[src/hdl/dlr_pkg.sv]
`timescale 1ns / 1ps
package dlr_pkg;

    // default build configuration
    localparam int TILE_BITS_DEF  = 6;
    localparam int DEPTH_BITS_DEF = 16;
    localparam int FRAC_BITS_DEF  = 16;

    // stream widths
    localparam int IN_W   = 104;
    localparam int OUT_W  = 56;

    // input field offsets in s_tdata
    localparam int IN_SX  = 0;
    localparam int IN_SY  = 6;
    localparam int IN_SD  = 12;
    localparam int IN_EX  = 28;
    localparam int IN_EY  = 34;
    localparam int IN_ED  = 40;
    localparam int IN_R   = 56;
    localparam int IN_G   = 72;
    localparam int IN_B   = 88;

    localparam int COLOUR_SCALE = 255;

    // controller to datapath
    typedef struct packed {
        logic clr;   // write one clearing entry
        logic load;  // take a line command
        logic div;   // one divider iteration
        logic rd;    // read depth store at current pixel
        logic test;  // depth test, store, emit item, advance
    } t_cmd;

    // datapath to controller
    typedef struct packed {
        logic clr_done;
        logic zero_len;
        logic div_done;
        logic last;
        logic out_free;
    } t_sts;

    // signed 8.8 to byte: scale by 255, truncate, clamp
    function automatic logic [7:0] colour_byte(input logic signed [15:0] c);
        logic [23:0] s;
        logic [7:0]  b;
        s = (24'(unsigned'(c)) << 8) - 24'(unsigned'(c));
        if (c <= 16'sd0) begin
            b = 8'd0;
        end else if (s[23:8] > 16'(COLOUR_SCALE)) begin
            b = 8'(COLOUR_SCALE);
        end else begin
            b = s[15:8];
        end
        return b;
    endfunction

endpackage

[src/hdl/dlr_ctrl.sv]
`timescale 1ns / 1ps
module dlr_ctrl (
    input  logic          i_clk,
    input  logic          i_rst_n,
    input  logic          i_s_tvalid,
    output logic          o_s_tready,
    input  dlr_pkg::t_sts i_sts,
    output dlr_pkg::t_cmd o_cmd
);

    typedef enum logic [4:0] {
        S_CLEAR = 5'b00001,
        S_IDLE  = 5'b00010,
        S_DIV   = 5'b00100,
        S_READ  = 5'b01000,
        S_TEST  = 5'b10000
    } t_state;

    t_state r_state, n_state;

    // state register
    always_ff @(posedge i_clk) begin
        if (!i_rst_n) begin
            r_state <= S_CLEAR;
        end else begin
            r_state <= n_state;
        end
    end

    // next state and commands
    always_comb begin
        n_state    = r_state;
        o_cmd      = '0;
        o_s_tready = 1'b0;
        unique case (r_state)
            S_CLEAR: begin
                o_cmd.clr = 1'b1;
                if (i_sts.clr_done) n_state = S_IDLE;
            end
            S_IDLE: begin
                o_s_tready = 1'b1;
                if (i_s_tvalid) begin
                    o_cmd.load = 1'b1;
                    n_state    = S_DIV;
                end
            end
            S_DIV: begin
                o_cmd.div = 1'b1;
                if (i_sts.zero_len || i_sts.div_done) n_state = S_READ;
            end
            S_READ: begin
                o_cmd.rd = 1'b1;
                n_state  = S_TEST;
            end
            S_TEST: begin
                if (i_sts.out_free) begin
                    o_cmd.test = 1'b1;
                    n_state    = i_sts.last ? S_IDLE : S_READ;
                end
            end
            default: n_state = S_CLEAR;
        endcase
    end

endmodule

[config.mk]
export PLATFORM = sky130hd
export DESIGN_NAME = dlr_ctrl
export DESIGN_NICKNAME = d
export VERILOG_FILES = /design/src/hdl/dlr_pkg.sv /design/src/hdl/dlr_ctrl.sv
export SDC_FILE = /design/constraint.sdc
export NUM_CORES = 1
export LEC_CHECK = 0
export ABC_AREA = 1
export BUFFER_PORTS_ARGS = -buffer_cell sky130_fd_sc_hd__buf_2
export CAP_MARGIN = 20
export CORE_AREA = 2 2 39 41
export CTS_BUF_LIST = sky130_fd_sc_hd__clkbuf_2 sky130_fd_sc_hd__clkbuf_4 sky130_fd_sc_hd__clkbuf_8
export DETAILED_ROUTE_END_ITERATION = 10
export DIE_AREA = 0 0 41 43
export GPL_ROUTABILITY_DRIVEN = 0
export PLACE_DENSITY_LB_ADDON = 0.1
export SYNTH_ARGS = -nofsm -noshare
export SYNTH_HDL_FRONTEND = slang
export SYNTH_SLANG_ARGS = --single-unit
[constraint.sdc]
create_clock -name i_clk -period 1.3 [get_ports i_clk]
set_input_delay 0.26 -clock i_clk [delete_from_list [all_inputs] [get_ports i_clk]]
set_output_delay 0.26 -clock i_clk [all_outputs]
set_load 0.005 [all_outputs]
==> key figures, run 1 <==
Final layout
  – Non-Filler Instances: 92
  – Max reg flops: 5
  – Most flop-heavy register: r_state
  – Regs by FF count: r_state: 5 flops
  – Area delta synth->final: 70.80%
  – Antenna cells: 0
  – Share of cells above drive strength 1: 56.58%
  – Filler Cells Inserted: 164
  – Final #Nets: 85

Clock tree
  – TritonCTS Buffers: 3
  – Later-pin clock latency in the skew report: 0.24 ns
  – CTS sink cnt: 5
  – H-tree level count: 1
  – Clock-pin slew on the worst setup and hold paths: 0.04 ns
  – CTS tree: yes
  – Clock root cell: clkbuf_4
  – Maximum clock path buffer count: 2
  – Post-CTS Hold Buffers: 0

Setup path
  – Crit start category: flip-flop
  – R2R depth: 8
  – Critical path class: reg2out
  – Reg2Reg Setup Slack: 0.04 ns
  – Crit path max fanout: 5
  – Worst reg2reg endpoint: r_state[0]
  – Critical path arrival: 1.14 ns
  – CP required: 1.04 ns
  – FF-to-FF Start: r_state[1]
  – Crit end category: output port

Power and ir drop
  – Leakage power: 0.2933 nW
  – Gate power share: 34.2%
  – Internal power: 0.0004159 W
  – Worst vdd ir: 460.0 µV
  – Sw frac: 31.28%
  – P_sw: 0.0001893 W
  – Clock power share: 31.9%
  – Pwr dens: 1133 nW/µm²
  – Share of power burned in registers: 33.9%

Timing
  – Pins over their slew limit: 0
  – Final hold violation count: 0
  – Unrepaired setup endpoints after global routing: true
  – Setup-failing EPs final: 4
  – Final Worst Setup Slack: -0.09578 ns
  – Minimum clock period: 1.396 ns
  – Part of the cycle the worst path needs: 107.4%
  – Achievable Freq: 0.7164 GHz
  – Fin Clk Skew: 0.0007521 ns
  – Worst Max-Slew Pin Slew: 0.1650 ns
  – Slew HR: 88.97%

Worst hold path
  – Min-Delay Path Depth: 2
  – Min-delay src: i_rst_n
  – Hold path endpoint: r_state[0]
  – Worst min path class: in2reg

Synthesis
  – Warnings from Yosys: 0
  – Most frequent cell after synthesis: inv_1
  – Ys async rst share: 0%
  – Sequential element share of the synthesized area: 32.00%
  – Main flop type after synthesis: dfxtp_1
  – Avg Synthesized Cell Area: 6.133 µm²
  – Post-synth top area cell: dfxtp_1
  – Synth cell types: 12
  – Register bit count reported by yosys: 5
  – Post-Synthesis Cells: 51
  – Top area cells in the synthesized netlist: dfxtp_1 (32%), inv_1 (14%), nand4_1 (10%)
  – Synthesized cell area: 312.8 µm²
  – Most frequent cells after synthesis: inv_1 (12), nor2_1 (8), nand2_1 (6)
  – Syn_nets: 59
  – Number of synthesized flops with an enable pin: 0
  – Yosys top cell area share: 32.00%

Detailed routing
  – WL per Instance: 9.739 µm
  – Total wire length: 896 µm
  – # DRC: 0
  – 1st-pass router iterations: 4
  – Vias: 415
  – DRT iter0 DRCs: 2
  – Routed Antenna Nets: 0
  – Vias/cell: 4.511

Global route
  – Vias in the first global route: 346
  – Congestion Overflow GR: 0
  – Initial antenna violation count: 0
  – Total GRT Usage: 11.82%
  – Largest net degree at the start of global routing: 7
  – First-pass GRT wire length: 1311 µm

Die
  – Die Width: 41 µm
  – Ports: 14
  – Die area: 1763 µm²
  – Initial core utilization: 22.60%
  – # rows: 14
  – Die extent in y: 43 µm
  – Core area: 1384 µm²

Placed design
  – # port buffers: 13
  – HPWL Detailed: 676.3 µm
  – Place WS: 0.06904 ns
  – Cells after DPL: 80

Run status
  – Failing checks: negative setup slack
  – Outcome: finished with violations

Job
  – Max-Cap Viols: 0
power groups by stage:
stage | Sequential [W] | Clock [W] | Combinational (W)
2_1_floorplan | 0.000185 | 0 | 0.0000965
3_3_place_gp | 0.000187 | 0 | 0.000147
3_5_place_dp | 0.000188 | 0 | 0.000146
4_1_cts | 0.000201 | 0.000201 | 0.000180
5_1_grt | 0.000207 | 0.000222 | 0.000225
6_report | 0.000205 | 0.000193 | 0.000207
repair_timing:
action	in CTS	in global routing
setup endpoints to repair	6	8
buffers inserted	5	3
pin swaps	4	3
gates resized for setup	12	6
per-layer routing:
metal  share of wire, %  wire length, µm  track usage (%)
met5                  0                0                0
met4               0.56                5            2.000
met3                8.8               79            9.948
met2                 52              463            18.44
met1                 39              348            11.82
cells in the final DEF, fill, tap and decap left out:
| master | instances |
|---|---|
| a21oi_1 | 3 |
| nor2_2 | 4 |
| nand3_1 | 4 |
| buf_4 | 8 |
| o21ai_1 | 1 |
| dfxtp_4 | 2 |
| nand2_2 | 2 |
| nor2_4 | 4 |
| inv_1 | 11 |
| inv_2 | 2 |
| buf_2 | 13 |
| clkbuf_4 | 4 |
| nor2_1 | 4 |
| o21ai_0 | 1 |
| nand2_1 | 4 |
| nand4_1 | 5 |
| nand3_2 | 1 |
| dfxtp_2 | 3 |
critical path, cell delays in order (launching register included):
cell and delay [ns]:
dfxtp_4 0.35, nor2_4 0.16, nand3_1 0.14, nor2_1 0.12
buf_2 0.12
kinds of logic (layout without fill, tap and decap cells):
| logic type | after synthesis | count (layout) | share of synthesized area (%) |
|---|---|---|---|
| buffers and inverters | 13 | 38 | 15.60 |
| DFF | 5 | 5 | 32.00 |
| and+or+nand+nor | 28 | 28 | 44.40 |
| AOI/OAI and AO/OA | 5 | 5 | 7.996 |
cell type report:
type | count | area, µm² | share of cell area (%)
inverters | 13 | 48.80 | 9.133
clock buffers | 4 | 30.03 | 5.621
flip-flops and latches | 5 | 111.4 | 20.84
multi-input cells | 33 | 198.9 | 37.24
repair buffers | 21 | 125.1 | 23.42
well taps | 16 | 20.02 | 3.747
worst max path at each step:
| stage | from | to | slack [ns] | cells past startpoint |
|---|---|---|---|---|
| after floorplan | r_state[1] | o_cmd[3] | 0.23 | 6 |
| after global placement | r_state[1] | o_cmd[3] | 0.07 | 7 |
| after detailed placement | r_state[1] | o_cmd[3] | 0.07 | 7 |
| after CTS | r_state[2] | o_cmd[3] | -0.12 | 6 |
| after global routing | r_state[1] | o_cmd[0] | -0.19 | 4 |
| final | r_state[1] | o_cmd[0] | -0.1 | 4 |
metrics by stage:
| step | setup TNS [ns] | power (W) | area [µm²] | utilization [%] | hold WS, ns |
|---|---|---|---|---|---|
| global route | -0.7486 | 0.0006539 | 534.3 | 38.61 | 0.2213 |
| detailed placement | 0 | 0.0003337 | 397.9 | 28.75 | 0.4733 |
| finish | -0.2567 | 0.0006053 | 534.3 | 38.61 | 0.2233 |
| global placement | 0 | 0.0003339 | 397.9 | 28.75 | 0.4733 |
| floorplan | 0 | 0.0002819 | 312.8 | - | 0.3446 |
| CTS | -0.3090 | 0.0005825 | 493.0 | 35.62 | 0.2210 |
Power figures use the tool's default switching activity.
==> run 2, diff against run 1 <==
REMOVE_ABC_BUFFERS = 1   (was unset)
SETUP_SLACK_MARGIN = 0.5   (was unset)
==> key figures, run 2 (same netlist as run 1, synthesis figures left out) <==
Setup path
  – Crit start category: flip-flop (unchanged)
  – R2R depth: 9 (was 8)
  – Cell breakdown of the critical path: nor2_4 > nand3_2 > nor2_2 > buf_2 (was nor2_4 > nand3_1 > nor2_1 > buf_2)
  – Reg2Reg Setup Slack: -0.09 ns (was 0.04 ns)
  – Critical path's slowest cell: dfxtp_4 (unchanged)
  – CP required: 1.04 ns (about the same)
  – CP peak stage delay: 0.35 ns (about the same)
  – Crit path max fanout: 5 (unchanged)
  – Worst reg2reg endpoint: r_state[0] (unchanged)
  – Critical path arrival: 1.17 ns (was 1.14 ns)
  – Crit end category: output port (unchanged)
  – FF-to-FF Start: r_state[0] (was r_state[1])
  – Critical path class: reg2out (unchanged)

Power and ir drop
  – Share of power burned in registers: 30.6% (was 33.9%)
  – Clock power share: 29.8% (was 31.9%)
  – Sw frac: 31.90% (was 31.28%)
  – Pwr dens: 1025 nW/µm² (was 1133 nW/µm²)
  – Internal power: 0.0004461 W (was 0.0004159 W)
  – Gate power share: 39.5% (was 34.2%)
  – Leakage power: 0.3326 nW (was 0.2933 nW)
  – Worst vdd ir: 475.5 µV (was 460.0 µV)
  – P_sw: 0.0002090 W (was 0.0001893 W)

Placed design
  – Place WS: 0.06904 ns (unchanged)
  – # port buffers: 13 (unchanged)
  – HPWL Detailed: 676.3 µm (unchanged)
  – Cells after DPL: 80 (unchanged)

Run status
  – Failing checks: negative setup slack (unchanged)
  – Outcome: finished with violations (unchanged)

Timing
  – Setup-failing EPs final: 8 (was 4)
  – Minimum clock period: 1.433 ns (was 1.396 ns)
  – Achievable Freq: 0.6980 GHz (was 0.7164 GHz)
  – Final hold violation count: 0 (unchanged)
  – Fin Clk Skew: 0.0009040 ns (was 0.0007521 ns)
  – Final Worst Setup Slack: -0.1326 ns (was -0.09578 ns)
  – Worst Max-Slew Pin Slew: 0.2068 ns (was 0.1650 ns)
  – Pins over their slew limit: 0 (unchanged)
  – Unrepaired setup endpoints after global routing: true (unchanged)
  – Slew HR: 86.18% (was 88.97%)
  – Part of the cycle the worst path needs: 110.2% (was 107.4%)

Clock tree
  – Maximum clock path buffer count: 2 (unchanged)
  – Later-pin clock latency in the skew report: 0.24 ns (about the same)
  – TritonCTS Buffers: 3 (unchanged)
  – CTS tree: yes (unchanged)
  – Clock root cell: clkbuf_4 (unchanged)
  – H-tree level count: 1 (unchanged)
  – CTS sink cnt: 5 (unchanged)
  – Clock-pin slew on the worst setup and hold paths: 0.04 ns (about the same)

Detailed routing
  – DRT iter0 DRCs: 2 (unchanged)
  – Routed Antenna Nets: 0 (unchanged)
  – Vias/cell: 4.424 (was 4.511)
  – Total wire length: 1035 µm (was 896 µm)
  – # DRC: 0 (unchanged)
  – Vias: 438 (was 415)
  – WL per Instance: 10.45 µm (was 9.739 µm)
  – 1st-pass router iterations: 4 (unchanged)

Final layout
  – Max reg flops: 5 (unchanged)
  – Most frequent cells in the layout: buf_2 (13), buf_4 (12), inv_1 (10), nor2_4 (6), nand4_1 (5) (was buf_2 (13), inv_1 (11), buf_4 (8), nand4_1 (5))
  – Commonest non-fill, non-tap cell in the layout: buf_2 (unchanged)
  – Antenna cells: 0 (unchanged)
  – Filler Cells Inserted: 151 (was 164)
  – Area delta synth->final: 104.4% (was 70.80%)
  – Most flop-heavy register: r_state (unchanged)
  – Regs by FF count: r_state: 5 flops (unchanged)
  – Final #Nets: 92 (was 85)
  – Share of cells above drive strength 1: 69.88% (was 56.58%)
  – Non-Filler Instances: 99 (was 92)

Global route
  – Total GRT Usage: 13.13% (was 11.82%)
  – Largest net degree at the start of global routing: 6 (was 7)
  – Congestion Overflow GR: 0 (unchanged)
  – First-pass GRT wire length: 1483 µm (was 1311 µm)
  – Vias in the first global route: 377 (was 346)
  – Initial antenna violation count: 0 (unchanged)

Worst hold path
  – Min-delay src: i_rst_n (unchanged)
  – Min-Delay Path Depth: 2 (unchanged)
  – Worst min path class: in2reg (unchanged)
  – Hold path endpoint: r_state[0] (unchanged)

Die
  – Core area: 1384 µm² (unchanged)
  – Initial core utilization: 22.60% (unchanged)
  – # rows: 14 (unchanged)
  – Ports: 14 (unchanged)
  – Die area: 1763 µm² (unchanged)
  – Die Width: 41 µm (unchanged)
  – Die extent in y: 43 µm (unchanged)

Job
  – Max-Cap Viols: 0 (unchanged)
## run 2: changes by cell type in the layout (fill, tap and decap cells not counted)
cell	previous run	this run
a21oi_2	0	3
nor2_1	4	3
nor2_2	4	3
inv_1	11	10
buf_6	0	3
a21oi_1	3	0
buf_4	8	12
nand3_1	4	1
dfxtp_2	3	2
nand3_2	1	4
nor2_4	4	6
dfxtp_4	2	3
inv_2	2	3
## run 2: how the worst max path moves through the flow
stage / startpoint / to / slack [ns] / cells after the start
after detailed placement: r_state[1] / o_cmd[3] / 0.07 / 7
after CTS: r_state[1] / o_cmd[3] / -0.10 / 7
final: r_state[0] / o_cmd[1] / -0.13 / 4
after global placement: r_state[1] / o_cmd[3] / 0.07 / 7
after floorplan: r_state[1] / o_cmd[3] / 0.23 / 6
after global routing: r_state[3] / o_cmd[3] / -0.19 / 6
## run 2: cell type report
| cell class | count | area [µm²] | share of cell area (%) |
|---|---|---|---|
| Tap cell | 16 | 20.02 | 3.131 |
| Timing Repair Buffer | 28 | 188.9 | 29.55 |
| Clock buffer | 4 | 30.03 | 4.697 |
| Inverter | 13 | 48.80 | 7.632 |
| Multi-Input combinational cell | 33 | 237.7 | 37.18 |
| Sequential cell | 5 | 113.9 | 17.81 |
## run 2: critical path: cells and delay by family (launching register included)
| kind | cells | cell delay, ns |
|---|---|---|
| and+or+nand+nor | 3 | 0.46 |
| buffers and inverters | 1 | 0.12 |
| DFF | 1 | 0.35 |
## run 2: per-stage QoR
stage	hold WS (ns)	area, µm²	total power [W]	utilization (%)	TNS [ns]
detailed placement	0.4733	397.9	0.0003337	28.75	0
CTS	0.2097	571.8	0.0006257	41.32	-0.3237
floorplan	0.3446	312.8	0.0002819	-	0
global placement	0.4733	397.9	0.0003339	28.75	0
global route	0.2271	639.4	0.0007051	46.20	-1.032
finish	0.2230	639.4	0.0006551	46.20	-0.6333
## run 2: per-layer routing
layer | share of wire (%) | up-vias | wire length, µm | global-route usage, %
met3 | 7.5 | 0 | 78 | 9.948
li1 | - | 223 | - | -
met1 | 42 | 203 | 432 | 13.74
met2 | 51 | 12 | 524 | 20.63
met5 | 0 | - | 0 | 0
met4 | 0 | 0 | 0 | 2.000
## run 2: timing repair
| action | CTS | global route |
|---|---|---|
| setup buffers | 10 | 5 |
| pin swaps | 8 | 11 |
| hold buffers | 0 | 0 |
| hold endpoints to repair | 0 | 0 |
| setup endpoints to repair | 11 | 11 |
| gates resized for setup | 23 | 9 |
## run 2: power by group through the flow
stage	clock, W	combinational [W]	sequential [W]
after floorplan	0	0.0000965	0.000185
after global placement	0	0.000147	0.000187
after detailed placement	0	0.000146	0.000188
after CTS	0.000201	0.000223	0.000201
after global routing	0.000222	0.000280	0.000204
final	0.000195	0.000259	0.000201
